===== src/design/mbk_pkg.sv =====
`default_nettype none
package mbk_pkg;

    // message store size, fixed by the two 64-bit character registers
    localparam int MAX_CHARS = 16;
    localparam logic [4:0] MAX_LEN = 5'(MAX_CHARS);

    // configuration register indexes
    localparam int CFG_IDX_W = 3;
    localparam logic [CFG_IDX_W-1:0] REG_DOT_TICKS    = 3'd0;
    localparam logic [CFG_IDX_W-1:0] REG_LETTER_GAP   = 3'd1;
    localparam logic [CFG_IDX_W-1:0] REG_WORD_GAP     = 3'd2;
    localparam logic [CFG_IDX_W-1:0] REG_ACTIVE_LOW   = 3'd3;
    localparam logic [CFG_IDX_W-1:0] REG_MSG_LEN      = 3'd4;
    localparam logic [CFG_IDX_W-1:0] REG_CHARS_LOW    = 3'd5;
    localparam logic [CFG_IDX_W-1:0] REG_CHARS_HIGH   = 3'd6;

    // ASCII codes
    localparam logic [7:0] CH_SPACE  = 8'h20;
    localparam logic [7:0] CH_PERIOD = 8'h2E;
    localparam logic [7:0] CH_UC_A   = 8'h41;
    localparam logic [7:0] CH_UC_Z   = 8'h5A;
    localparam logic [7:0] CH_LC_A   = 8'h61;
    localparam logic [7:0] CH_LC_Z   = 8'h7A;
    localparam logic [7:0] CASE_DIFF = 8'h20;

    localparam logic [4:0] NUM_LETTERS = 5'd26;

    // live settings from the register file
    typedef struct packed {
        logic [15:0]  dot_ticks;
        logic [15:0]  letter_gap_ticks;
        logic [15:0]  word_gap_ticks;
        logic         output_active_low;
        logic [4:0]   message_length;
        logic [127:0] chars;
    } mbk_cfg_t;

    // one result item
    typedef struct packed {
        logic [3:0] char_position;
        logic       keyed;
        logic       pin_level;
    } mbk_res_t;

    // Morse pattern: element count and dash mask (bit i set = element i is a dash)
    typedef struct packed {
        logic [2:0] len;
        logic [3:0] dashes;
    } mbk_code_t;

    function automatic mbk_code_t morse_lookup(input logic [4:0] code);
        mbk_code_t c;
        case (code)
            5'd0:    c = '{3'd2, 4'b0010};  // A .-
            5'd1:    c = '{3'd4, 4'b0001};  // B -...
            5'd2:    c = '{3'd4, 4'b0101};  // C -.-.
            5'd3:    c = '{3'd3, 4'b0001};  // D -..
            5'd4:    c = '{3'd1, 4'b0000};  // E .
            5'd5:    c = '{3'd4, 4'b0100};  // F ..-.
            5'd6:    c = '{3'd3, 4'b0011};  // G --.
            5'd7:    c = '{3'd4, 4'b0000};  // H ....
            5'd8:    c = '{3'd2, 4'b0000};  // I ..
            5'd9:    c = '{3'd4, 4'b1110};  // J .---
            5'd10:   c = '{3'd3, 4'b0101};  // K -.-
            5'd11:   c = '{3'd4, 4'b0010};  // L .-..
            5'd12:   c = '{3'd2, 4'b0011};  // M --
            5'd13:   c = '{3'd2, 4'b0001};  // N -.
            5'd14:   c = '{3'd3, 4'b0111};  // O ---
            5'd15:   c = '{3'd4, 4'b0110};  // P .--.
            5'd16:   c = '{3'd4, 4'b1011};  // Q --.-
            5'd17:   c = '{3'd3, 4'b0010};  // R .-.
            5'd18:   c = '{3'd3, 4'b0000};  // S ...
            5'd19:   c = '{3'd1, 4'b0001};  // T -
            5'd20:   c = '{3'd3, 4'b0100};  // U ..-
            5'd21:   c = '{3'd4, 4'b1000};  // V ...-
            5'd22:   c = '{3'd3, 4'b0110};  // W .--
            5'd23:   c = '{3'd4, 4'b1001};  // X -..-
            5'd24:   c = '{3'd4, 4'b1101};  // Y -.--
            5'd25:   c = '{3'd4, 4'b0011};  // Z --..
            default: c = '{3'd0, 4'b0000};
        endcase
        return c;
    endfunction

endpackage
`default_nettype wire


===== src/design/mbk_cfg.sv =====
`default_nettype none
module mbk_cfg (
    input  wire logic                        aclk,
    input  wire logic                        aresetn,
    input  wire logic                        wr_en,
    input  wire logic [mbk_pkg::CFG_IDX_W-1:0] wr_index,
    input  wire logic [63:0]                 wr_data,
    output mbk_pkg::mbk_cfg_t                cfg,
    output logic                             restart
);
    import mbk_pkg::*;

    logic [15:0]  dot_reg, dot_next;
    logic [15:0]  lgap_reg, lgap_next;
    logic [15:0]  wgap_reg, wgap_next;
    logic         alow_reg, alow_next;
    logic [4:0]   len_reg, len_next;
    logic [127:0] chars_reg, chars_next;

    // register write decode
    always_comb begin
        dot_next   = dot_reg;
        lgap_next  = lgap_reg;
        wgap_next  = wgap_reg;
        alow_next  = alow_reg;
        len_next   = len_reg;
        chars_next = chars_reg;
        restart    = 1'b0;
        if (wr_en) begin
            case (wr_index)
                REG_DOT_TICKS:  dot_next  = wr_data[15:0];
                REG_LETTER_GAP: lgap_next = wr_data[15:0];
                REG_WORD_GAP:   wgap_next = wr_data[15:0];
                REG_ACTIVE_LOW: alow_next = wr_data[0];
                REG_MSG_LEN: begin
                    len_next = (wr_data[4:0] > MAX_LEN) ? MAX_LEN : wr_data[4:0];
                    restart  = 1'b1;
                end
                REG_CHARS_LOW:  chars_next[63:0]   = wr_data;
                REG_CHARS_HIGH: chars_next[127:64] = wr_data;
                default: ;
            endcase
        end
    end

    always_ff @(posedge aclk) begin
        if (!aresetn) begin
            dot_reg   <= 16'd100;
            lgap_reg  <= 16'd900;
            wgap_reg  <= 16'd2100;
            alow_reg  <= 1'b1;
            len_reg   <= 5'd0;
            chars_reg <= '0;
        end else begin
            dot_reg   <= dot_next;
            lgap_reg  <= lgap_next;
            wgap_reg  <= wgap_next;
            alow_reg  <= alow_next;
            len_reg   <= len_next;
            chars_reg <= chars_next;
        end
    end

    assign cfg.dot_ticks         = dot_reg;
    assign cfg.letter_gap_ticks  = lgap_reg;
    assign cfg.word_gap_ticks    = wgap_reg;
    assign cfg.output_active_low = alow_reg;
    assign cfg.message_length    = len_reg;
    assign cfg.chars             = chars_reg;

endmodule
`default_nettype wire


===== src/design/mbk_seq.sv =====
`default_nettype none
module mbk_seq (
    input  wire logic              aclk,
    input  wire logic              aresetn,
    input  wire mbk_pkg::mbk_cfg_t cfg,
    input  wire logic              restart,
    input  wire logic              step,
    input  wire logic [15:0]       elapsed,
    output mbk_pkg::mbk_res_t      res
);
    import mbk_pkg::*;

    typedef struct packed {
        logic        lamp;
        logic        in_letter;
        logic [2:0]  elem;
        logic [15:0] on_cd;
        logic [16:0] chg_cd;
    } elem_res_t;

    // next element of a letter, or the letter gap when the letter is done
    function automatic elem_res_t next_elem(
        input logic [4:0]  code,
        input logic [2:0]  idx,
        input logic [15:0] dot,
        input logic [15:0] lgap,
        input logic [15:0] on_cd
    );
        mbk_code_t mc;
        logic [17:0] on_t;
        logic [18:0] per;
        elem_res_t   r;
        mc   = morse_lookup(code);
        on_t = {2'b00, dot};
        per  = '0;
        if (code < NUM_LETTERS && idx < mc.len) begin
            if (mc.dashes[idx[1:0]])
                on_t = {2'b00, dot} + {1'b0, dot, 1'b0};
            per         = {1'b0, on_t} + {3'b000, dot};
            r.lamp      = 1'b1;
            r.in_letter = 1'b1;
            r.elem      = idx + 3'd1;
            r.on_cd     = (on_t > 18'h0FFFF) ? 16'hFFFF : on_t[15:0];
            r.chg_cd    = (per > 19'h1FFFF) ? 17'h1FFFF : per[16:0];
        end else begin
            r.lamp      = 1'b0;
            r.in_letter = 1'b0;
            r.elem      = 3'd0;
            r.on_cd     = on_cd;
            r.chg_cd    = {1'b0, lgap};
        end
        return r;
    endfunction

    logic [3:0]  ci_reg, ci_next;
    logic        in_letter_reg, in_letter_next;
    logic [4:0]  code_reg, code_next;
    logic [2:0]  elem_reg, elem_next;
    logic        lamp_reg, lamp_next;
    logic [15:0] on_reg, on_next;
    logic [16:0] chg_reg, chg_next;
    logic        end_reg, end_next;

    logic [15:0] on_dec;
    logic [16:0] chg_dec;
    logic        lamp_dec;
    logic [7:0]  ch_raw, ch;
    logic [4:0]  ci_ext;
    elem_res_t   er_cur, er_new;

    // saturating countdowns
    assign on_dec   = (on_reg > elapsed) ? on_reg - elapsed : 16'd0;
    assign chg_dec  = (chg_reg > {1'b0, elapsed}) ? chg_reg - {1'b0, elapsed} : 17'd0;
    assign lamp_dec = lamp_reg && (on_dec != 16'd0);

    // character fetch with case folding
    assign ci_ext = {1'b0, ci_reg};
    assign ch_raw = cfg.chars[{ci_reg, 3'b000} +: 8];
    always_comb begin
        ch = ch_raw;
        if (ch_raw inside {[CH_LC_A:CH_LC_Z]})
            ch = ch_raw - CASE_DIFF;
    end

    assign er_cur = next_elem(code_reg, elem_reg, cfg.dot_ticks, cfg.letter_gap_ticks,
                              on_dec);
    assign er_new = next_elem(5'(ch - CH_UC_A), 3'd0, cfg.dot_ticks,
                              cfg.letter_gap_ticks, on_dec);

    // at most one keying action per item
    always_comb begin
        ci_next        = ci_reg;
        in_letter_next = in_letter_reg;
        code_next      = code_reg;
        elem_next      = elem_reg;
        lamp_next      = lamp_dec;
        on_next        = on_dec;
        chg_next       = chg_dec;
        end_next       = end_reg;
        if (chg_dec == 17'd0) begin
            if (in_letter_reg) begin
                in_letter_next = er_cur.in_letter;
                elem_next      = er_cur.elem;
                lamp_next      = er_cur.lamp;
                on_next        = er_cur.on_cd;
                chg_next       = er_cur.chg_cd;
            end else if (end_reg || ci_ext >= cfg.message_length) begin
                // end of message: double word gap, then wrap
                ci_next   = 4'd0;
                end_next  = 1'b0;
                lamp_next = 1'b0;
                chg_next  = {cfg.word_gap_ticks, 1'b0};
            end else begin
                ci_next  = ci_reg + 4'd1;
                end_next = end_reg || ((ci_ext + 5'd1) >= cfg.message_length);
                if (ch == CH_SPACE) begin
                    lamp_next = 1'b0;
                    chg_next  = {1'b0, cfg.word_gap_ticks};
                end else if (ch == CH_PERIOD) begin
                    lamp_next = 1'b0;
                    chg_next  = {cfg.word_gap_ticks, 1'b0};
                end else if (ch inside {[CH_UC_A:CH_UC_Z]}) begin
                    code_next      = 5'(ch - CH_UC_A);
                    in_letter_next = er_new.in_letter;
                    elem_next      = er_new.elem;
                    lamp_next      = er_new.lamp;
                    on_next        = er_new.on_cd;
                    chg_next       = er_new.chg_cd;
                end else begin
                    // unknown character: letter gap only
                    lamp_next = 1'b0;
                    chg_next  = {1'b0, cfg.letter_gap_ticks};
                end
            end
        end
    end

    always_ff @(posedge aclk) begin
        if (!aresetn || restart) begin
            ci_reg        <= 4'd0;
            in_letter_reg <= 1'b0;
            code_reg      <= 5'd0;
            elem_reg      <= 3'd0;
            lamp_reg      <= 1'b0;
            on_reg        <= 16'd0;
            chg_reg       <= 17'd0;
            end_reg       <= 1'b0;
        end else if (step) begin
            ci_reg        <= ci_next;
            in_letter_reg <= in_letter_next;
            code_reg      <= code_next;
            elem_reg      <= elem_next;
            lamp_reg      <= lamp_next;
            on_reg        <= on_next;
            chg_reg       <= chg_next;
            end_reg       <= end_next;
        end
    end

    assign res.char_position = ci_next;
    assign res.keyed         = lamp_next;
    assign res.pin_level     = lamp_next ^ cfg.output_active_low;

endmodule
`default_nettype wire


===== src/design/morse_beacon_keyer.sv =====
// Pipeline: each item passes the input register, then the result register, and waits
//   in the result register only while m_tready holds it back.
// Throughput: one item per cycle when m_tready does not stall; keying is combinational.
// Reset: synchronous on aresetn low; registers return to defaults (dot 100, letter
//   gap 900, word gap 2100, active low, empty message), keying state clears.
`default_nettype none
module morse_beacon_keyer (
    input  wire logic        aclk,
    input  wire logic        aresetn,
    // input items
    input  wire logic        s_tvalid,
    output logic             s_tready,
    input  wire logic [15:0] s_tdata,    // [15:0] elapsed_ticks
    // result items
    output logic             m_tvalid,
    input  wire logic        m_tready,
    output logic [7:0]       m_tdata,    // [0] pin_level, [1] keyed, [5:2] char_position
    // configuration writes
    input  wire logic        cfg_valid,
    output logic             cfg_ready,
    input  wire logic [2:0]  cfg_index,
    input  wire logic [63:0] cfg_data
);
    import mbk_pkg::*;

    mbk_cfg_t    cfg;
    mbk_res_t    res;
    logic        restart;
    logic        advance;

    logic        in_valid_reg, in_valid_next;
    logic [15:0] in_ticks_reg;
    logic        out_valid_reg, out_valid_next;
    mbk_res_t    out_res_reg;

    assign cfg_ready = 1'b1;

    mbk_cfg u_cfg (
        .aclk     (aclk),
        .aresetn  (aresetn),
        .wr_en    (cfg_valid),
        .wr_index (cfg_index),
        .wr_data  (cfg_data),
        .cfg      (cfg),
        .restart  (restart)
    );

    mbk_seq u_seq (
        .aclk     (aclk),
        .aresetn  (aresetn),
        .cfg      (cfg),
        .restart  (restart),
        .step     (advance),
        .elapsed  (in_ticks_reg),
        .res      (res)
    );

    // pipeline flow control
    assign advance        = in_valid_reg && (!out_valid_reg || m_tready);
    assign s_tready       = !in_valid_reg || advance;
    assign in_valid_next  = (s_tvalid && s_tready) ? 1'b1 : (advance ? 1'b0 : in_valid_reg);
    assign out_valid_next = advance ? 1'b1 : (m_tready ? 1'b0 : out_valid_reg);

    always_ff @(posedge aclk) begin
        if (!aresetn) begin
            in_valid_reg  <= 1'b0;
            out_valid_reg <= 1'b0;
        end else begin
            in_valid_reg  <= in_valid_next;
            out_valid_reg <= out_valid_next;
        end
    end

    // payload registers
    always_ff @(posedge aclk) begin
        if (s_tvalid && s_tready)
            in_ticks_reg <= s_tdata;
        if (advance)
            out_res_reg <= res;
    end

    assign m_tvalid = out_valid_reg;
    assign m_tdata  = {2'b00, out_res_reg.char_position, out_res_reg.keyed,
                       out_res_reg.pin_level};

endmodule
`default_nettype wire


===== config.mk =====
export PLATFORM = sky130hd
export DESIGN_NAME = morse_beacon_keyer
export DESIGN_NICKNAME = d
export VERILOG_FILES = /design/src/design/mbk_pkg.sv /design/src/design/mbk_cfg.sv /design/src/design/mbk_seq.sv /design/src/design/morse_beacon_keyer.sv
export SDC_FILE = /design/constraint.sdc
export NUM_CORES = 1
export LEC_CHECK = 0
export BUFFER_PORTS_ARGS = -buffer_cell sky130_fd_sc_hd__buf_4
export CORE_UTILIZATION = 58
export CTS_BUF_LIST = sky130_fd_sc_hd__clkbuf_4 sky130_fd_sc_hd__clkbuf_8
export CTS_CLUSTER_SIZE = 20
export DETAILED_ROUTE_END_ITERATION = 10
export PLACE_DENSITY = 0.76
export SKIP_CTS_REPAIR_TIMING = 1
export SLEW_MARGIN = 20
export SYNTH_ARGS = -nofsm -noshare
export SYNTH_HDL_FRONTEND = slang
export SYNTH_SLANG_ARGS = --single-unit

===== constraint.sdc =====
create_clock -name aclk -period 11.1 [get_ports aclk]
set_clock_uncertainty 0.2 [all_clocks]
set_input_delay 2.22 -clock aclk [delete_from_list [all_inputs] [get_ports aclk]]
set_output_delay 2.22 -clock aclk [all_outputs]
set_load 0.01 [all_outputs]

### Word-level counts from Yosys, hierarchy flattened

Memories as Yosys holds them, arrays and structs flattened. A register that Yosys moved wholly into a read port is not among the register bits.
Cells that the tools add are included.

* add/subtract/negate cells: 10
* order comparisons: 18
* eq/ne operators: 11
* shift operators: 1
* muxes and demuxes: 56
* bitwise gates (word level): 5
* reductions and logical operators: 32

Operators with widths (count)
* $mux W17: 9
* $mux W16: 9
* $shiftx A128 B8 Y8: 1
* $mux W38: 2
* $mux W18: 4
* $add A18 B16 Y19: 2
* $gt A19 B17 Y1 const B: 2
* $gt A18 B16 Y1 const B: 2
* $mux W1: 19
* $add A16 B17 Y18: 1
* $gt A17 B16 Y1: 1
* $logic_not A17 Y1: 1
* $sub A17 B16 Y17: 1
* $eq A8 B6 Y1 const B: 2
* $ge A8 B7 Y1 const B: 2
* $gt A16 B16 Y1: 1
* $le A8 B7 Y1 const B: 2
* $reduce_and A2 Y1: 8
* $reduce_bool A16 Y1: 1
* $sub A16 B16 Y16: 1
* $mux W3: 5
* $mux W5: 3
* $mux W4: 3
* $lt A5 B5 Y1 const B: 2
* 27 further kinds: 49

* register bits: 254
* memory bits (read-only): 448
* input bits: 88
* output and inout port bits: 11
* logic and storage cells: 156
* memories kept: 2

Memory list
* (name not given): words 32, bits a word 7, read ports 1, clocked after Yosys merged registers in 0, wr ports 0, line mbk_pkg.sv:54 `case (code)`
* (name not given): words 32, bits a word 7, read ports 1, clocked after Yosys merged registers in 1, wr ports 0, line mbk_pkg.sv:54

### Longest topological paths before layout

An unclocked memory read counts as a cell.

* depth in word-level cells: 20
* mapped depth: 32
* depth with buffers taken out: 26

### By module

Synthesis repeated with hierarchy kept, for this count alone.

* cells, all modules: 2013
* area, all modules: 17798.3 µm²

Modules (own cells, without submodules)
* mbk_seq: times used 1, cells an instance 1295, area an instance 10159.7 µm², sequential area each 1101.1 µm²
* mbk_cfg: times used 1, cells an instance 682, area an instance 6844.1 µm², sequential area each 3643.5 µm²
* morse_beacon_keyer: times used 1, cells an instance 36, area an instance 794.5 µm², sequential area each 700.7 µm²

### Worst setup path after synthesis

No wires, ideal clock.

* kind: register -> register
* start: register u_seq.ci_reg[2]
* end: register u_seq.chg_reg[10]
* library setup time: 0.122 ns
* arrival time: 6.487 ns
* slack: 4.291 ns
* stages on the path, launching flop included: 29
* path buffers: 6
* clock period less this slack: 6.809 ns
* path through: dfxtp_1 > buf_2 > clkbuf_1 > mux4_2 > mux4_2 > buf_6 > inv_1 > ha_1 > clkbuf_1 > inv_1 > nand2_1 > nand2_1 > mux2i_1 > o31ai_1 > o22ai_1 > buf_2 > mux2_2 > ha_1 > or4_1 > o22ai_1 > o21ai_0 > o221a_2 > o41ai_1 > nand4_1 > a31oi_1 > clkbuf_1 > o21ai_0 > a31oi_1 > a21oi_1

* word-level cells in the longest chain between the ends: 18

RTL lines
* start, declared: line mbk_seq.sv:55 `logic [3:0] ci_reg, ci_next;`
* start signal, assigned: line mbk_seq.sv:149 `ci_reg <= ci_next;`
* $shiftx A128 B8 Y8: line mbk_seq.sv:78 `assign ch_raw = cfg.chars[{ci_reg, 3'b000} +: 8];`
* $ge A8 B7 Y1 or $le A8 B7 Y1 (tied branches): line mbk_seq.sv:81 `if (ch_raw inside {[CH_LC_A:CH_LC_Z]})`
* $logic_and A1 B1 Y1: line mbk_seq.sv:81
* $mux W8: line mbk_seq.sv:81
* $sub A5 B1 Y5: line mbk_seq.sv:87 `assign er_new = next_elem(5'(ch - CH_UC_A), 3'd0, cfg.dot_ticks,`
* $mem_v2 Z32 W7
* $mux W18: line mbk_seq.sv:37 `if (mc.dashes[idx[1:0]])`
* $mux W18: line mbk_seq.sv:36 `if (code < NUM_LETTERS && idx < mc.len) begin`
* (+2 left out)
* $mux W17: line mbk_seq.sv:44 `r.chg_cd = (per > 19'h1FFFF) ? 17'h1FFFF : per[16:0];`
* $mux W38: line mbk_seq.sv:36
* $mux W17: line mbk_seq.sv:122 `end else if (ch inside {[CH_UC_A:CH_UC_Z]}) begin`
* $mux W17: line mbk_seq.sv:119 `end else if (ch == CH_PERIOD) begin`
* $mux W17: line mbk_seq.sv:116 `if (ch == CH_SPACE) begin`
* $mux W17 *: line mbk_seq.sv:107 `end else if (end_reg || ci_ext >= cfg.message_length) begin`
* $mux W17 *: line mbk_seq.sv:101 `if (in_letter_reg) begin`
* $mux W17 *: line mbk_seq.sv:100 `if (chg_dec == 17'd0) begin`
* end signal, assigned: line mbk_seq.sv:155 `chg_reg <= chg_next;`
* end, declared: line mbk_seq.sv:61 `logic [16:0] chg_reg, chg_next;`

Mark *: on every way between the ends. The rest lies on a longest branch, timed or not. The select of a mux whose other input is x is not followed.
A chain may end at the register's enable or synchronous reset.

### Worst setup path in the final report

* start: register u_seq.ci_reg[0]
* end: register u_seq.chg_reg[12]

Same word-level chain as after synthesis.

==> impl_results.md <==
* Status: completed
* Crit path launch: u_seq.ci_reg[0]
* Yosys warns at 0
* Delay-heaviest family, CP: compound AO/OA/AOI/OAI gates
* FF-to-FF path depth at 28
* Share of layout cells above drive strength 1 at 0.1305
* Synthesized cell area at 17,890 um^2
* Mux contribution to synthesized area at 0.07037
* Slew HR at 0.2161
* Stages on worst setup path at 28
* Adder-cell area share of the yosys netlist at 0.07904
* CP peak stage delay at 0.89 ns
* Yosys reg bits at 261
* Inst Count DP at 2,619
* Largest family of logic cells by synthesized area: compound AO/OA/AOI/OAI gates
* Total Wirelength at 58,030 um
* Post-DRT Antenna Nets at 0
* Post-Synthesis Cells at 2,240
* Slowest cell on crit path: dfxtp_2
* Worst R2R Start: u_seq.ci_reg[0]
* Most frequent cells in the layout: 474 x nand2_1, 237 x dfxtp_1, 174 x a21boi_0, 131 x nor2_1, 119 x a21oi_1
* CP endpoint: u_seq.chg_reg[12]
* Tightest Pin Transition at 1.171 ns
* CTS sink count at 261
* Final Wtd Congestion at 0.9956
* Row count at 63
* Final net count at 2,476
* Worst hold path class: reg2reg
* Critical path class: reg2reg
* Most area-consuming cells after synthesis: dfxtp_1 27%, nand2_1 9.9%, ha_1 7.3%
* Grt ovf at 0
* Ys async rst share at 0
* CP Capture Type: register
* Synth-to-layout area growth at 10.85%
* First-pass GRT wire length at 89,280 um
* FF-to-FF setup slack at 2.88 ns
* Initial antenna violation count at 0
* Root Driver: clkbuf_8
* Post-route cell area at 19,830 um^2
* Largest register FFs at 128
* Post-synth top flop: dfxtp_1
* Post-synthesis simple-gate area fraction at 0.2125
* Number of H-tree levels at 2
* CP bufs+invs at 5
* Post-synth cell types at 86
* Setup TNS at 0 ns
* Drt drc at 0
* Dpl hpwl at 42,960 um
* Worst-skew pair later-pin latency at 0.60 ns
* Synth area leader: dfxtp_1
* Setup-failing EPs final at 0
* Core box area at 29,950 um^2
* Finished Layout Cells at 2,706
* Final Cycle Share at 0.7403
* Total power at 2.498 mW
* Clock Tree Buf Depth at 3
* Max_cap viols at 0
* CP required at 11.34 ns
* Vias/cell at 6.410
* Most common cell after layout, fill and taps aside: nand2_1
* Port Buf Inserts at 95
* Width of the die at 177.6 um
* All-Layer GR Usage at 0.3653
* Routed WL per cell at 21.45 um
* CTS tree: built
* Synth Area in Compound Gates at 0.2536
* Post-synth EDFFs at 22
* Crit path time final at 8.218 ns
* Largest net degree at the start of global routing at 96
* Sequential fraction of the synthesis area at 0.3044
* Initial Util at 0.5972
* Die area at 31,550 um^2
* Top cell type's share of synthesized area at 0.2675
* Post-synthesis average cell area at 7.985 um^2
* Number of global-route vias before repair at 15,844
* Fmax at 121.7 MHz
* RSZ-0062 raised after global routing: no
* Cell leakage power at 7.756 nW
* Hold path cells at 2
* DR vias at 17,345
* DRT Pass-1 Iters at 7
* Slew Limit Fails at 0
* Clk slew on worst S/H paths at 0.06 ns
* Crit path arrival time at 8.46 ns
* Xor-xnor portion of the synthesized cell area at 0.03281
* TritonCTS Buffers at 47
* Post-DP Area at 18,760 um^2
* Die H at 177.6 um
* PwrDens at 126.0 nW/um^2
* Peak supply drop at 120.6 uV
* CP startpoint kind: register
* Fillers at 2,634
* Initial DRC count at 1,739
* Crit Path Max Fanout at 28
* # IOs at 99
* Worst R2R End: u_seq.chg_reg[12]
* Final hold violation count at 0
## power by group
part / internal [mW] / total (mW) / leakage, nW / switching [mW]
logic: 0.178 / 0.475 / 5.04 / 0.296
clock network: 0.583 / 1.01 / 0.565 / 0.431
registers: 0.979 / 1.01 / 2.15 / 0.0297
## cells in the mapped netlist (8+ instances only)
cell type	instances
nand2b_1	23
o211ai_1	13
a21oi_1	119
dfxtp_1	239
mux2i_1	8
a211oi_1	20
and3_1	14
ha_1	105
a21boi_0	174
o22ai_1	10
mux2_2	20
a221o_1	8
or3_1	9
buf_2	11
nor3_1	50
nor2b_1	19
a31oi_1	29
a311oi_1	8
nand4_1	16
clkbuf_1	108
a21o_1	28
and2_1	11
a221oi_1	15
o21ai_0	109
o21bai_1	13
xnor2_1	44
edfxtp_1	22
nor2_1	133
o21a_1	18
nand2_1	474
inv_1	76
o31ai_1	9
o211a_1	9
xor2_1	23
nand3b_1	9
mux4_2	41
or2_2	9
nand3_1	53
o2111ai_1	9
## kinds of logic (layout without fill, tap and decap cells)
kind of cell | count (synthesis) | count (layout)
DFF | 261 | 261
xor gates and xnor gates | 67 | 67
muxes | 71 | 71
adders and majority gates | 110 | 110
other | 2 | 4
AOI/OAI and AO/OA | 660 | 660
and+or+nand+nor | 859 | 859
buffers and inverters | 210 | 284
## worst register-to-register path, delay by kind of cell, from the launching register on
kind                       cells  cell delay (ns)
DFF                            1             0.89
and+or+nand+nor                6             0.77
buffers and inverters          5             1.22
muxes                          3             1.46
AOI/OAI and AO/OA             12             2.79
adders and majority gates      2             0.79
## worst min path at each step
stage	startpoint	endpoint	slack [ns]
2_1_floorplan	u_seq.on_reg[5]	u_seq.on_reg[5]	0.23
3_3_place_gp	u_seq.lamp_reg	u_seq.lamp_reg	0.25
3_5_place_dp	u_cfg.chars_reg[104]	u_cfg.chars_reg[104]	0.26
4_1_cts	u_cfg.chars_reg[104]	u_cfg.chars_reg[104]	0.27
5_1_grt	u_cfg.chars_reg[56]	u_cfg.chars_reg[56]	0.28
6_report	u_cfg.chars_reg[97]	u_cfg.chars_reg[97]	0.26
## layout make-up
type | instances | area (um^2) | area share
flip-flops and latches | 261 | 5448 | 0.2748
repair buffers | 117 | 878.3 | 0.04430
clock buffers | 74 | 930.9 | 0.04695
inverters | 81 | 306.5 | 0.01546
well taps | 390 | 488.0 | 0.02461
clock inverters | 12 | 130.1 | 0.006563
multi-input cells | 1770 | 11640 | 0.5872
diodes | 1 | 2.502 | 0.0001262
## per-stage QoR
step	utilization	hold WS (ns)	setup WS [ns]
final	0.6619	0.2647	2.882
after global routing	0.6619	0.2838	2.259
after CTS	0.6619	0.2670	2.974
after detailed placement	0.6264	0.2583	2.976
after global placement	0.6264	0.2476	3.105
after floorplan	-	0.2291	4.291
## routing by layer
metal / up-vias / wire (um) / track usage
met4: 0 / 2257 / 0.1421
met1: 8135 / 24990 / 0.5094
li1: 8132 / - / -
met3: 165 / 5967 / 0.07862
met5: - / 0 / 0
met2: 913 / 24820 / 0.5480
(Power assumes the default switching activity.)
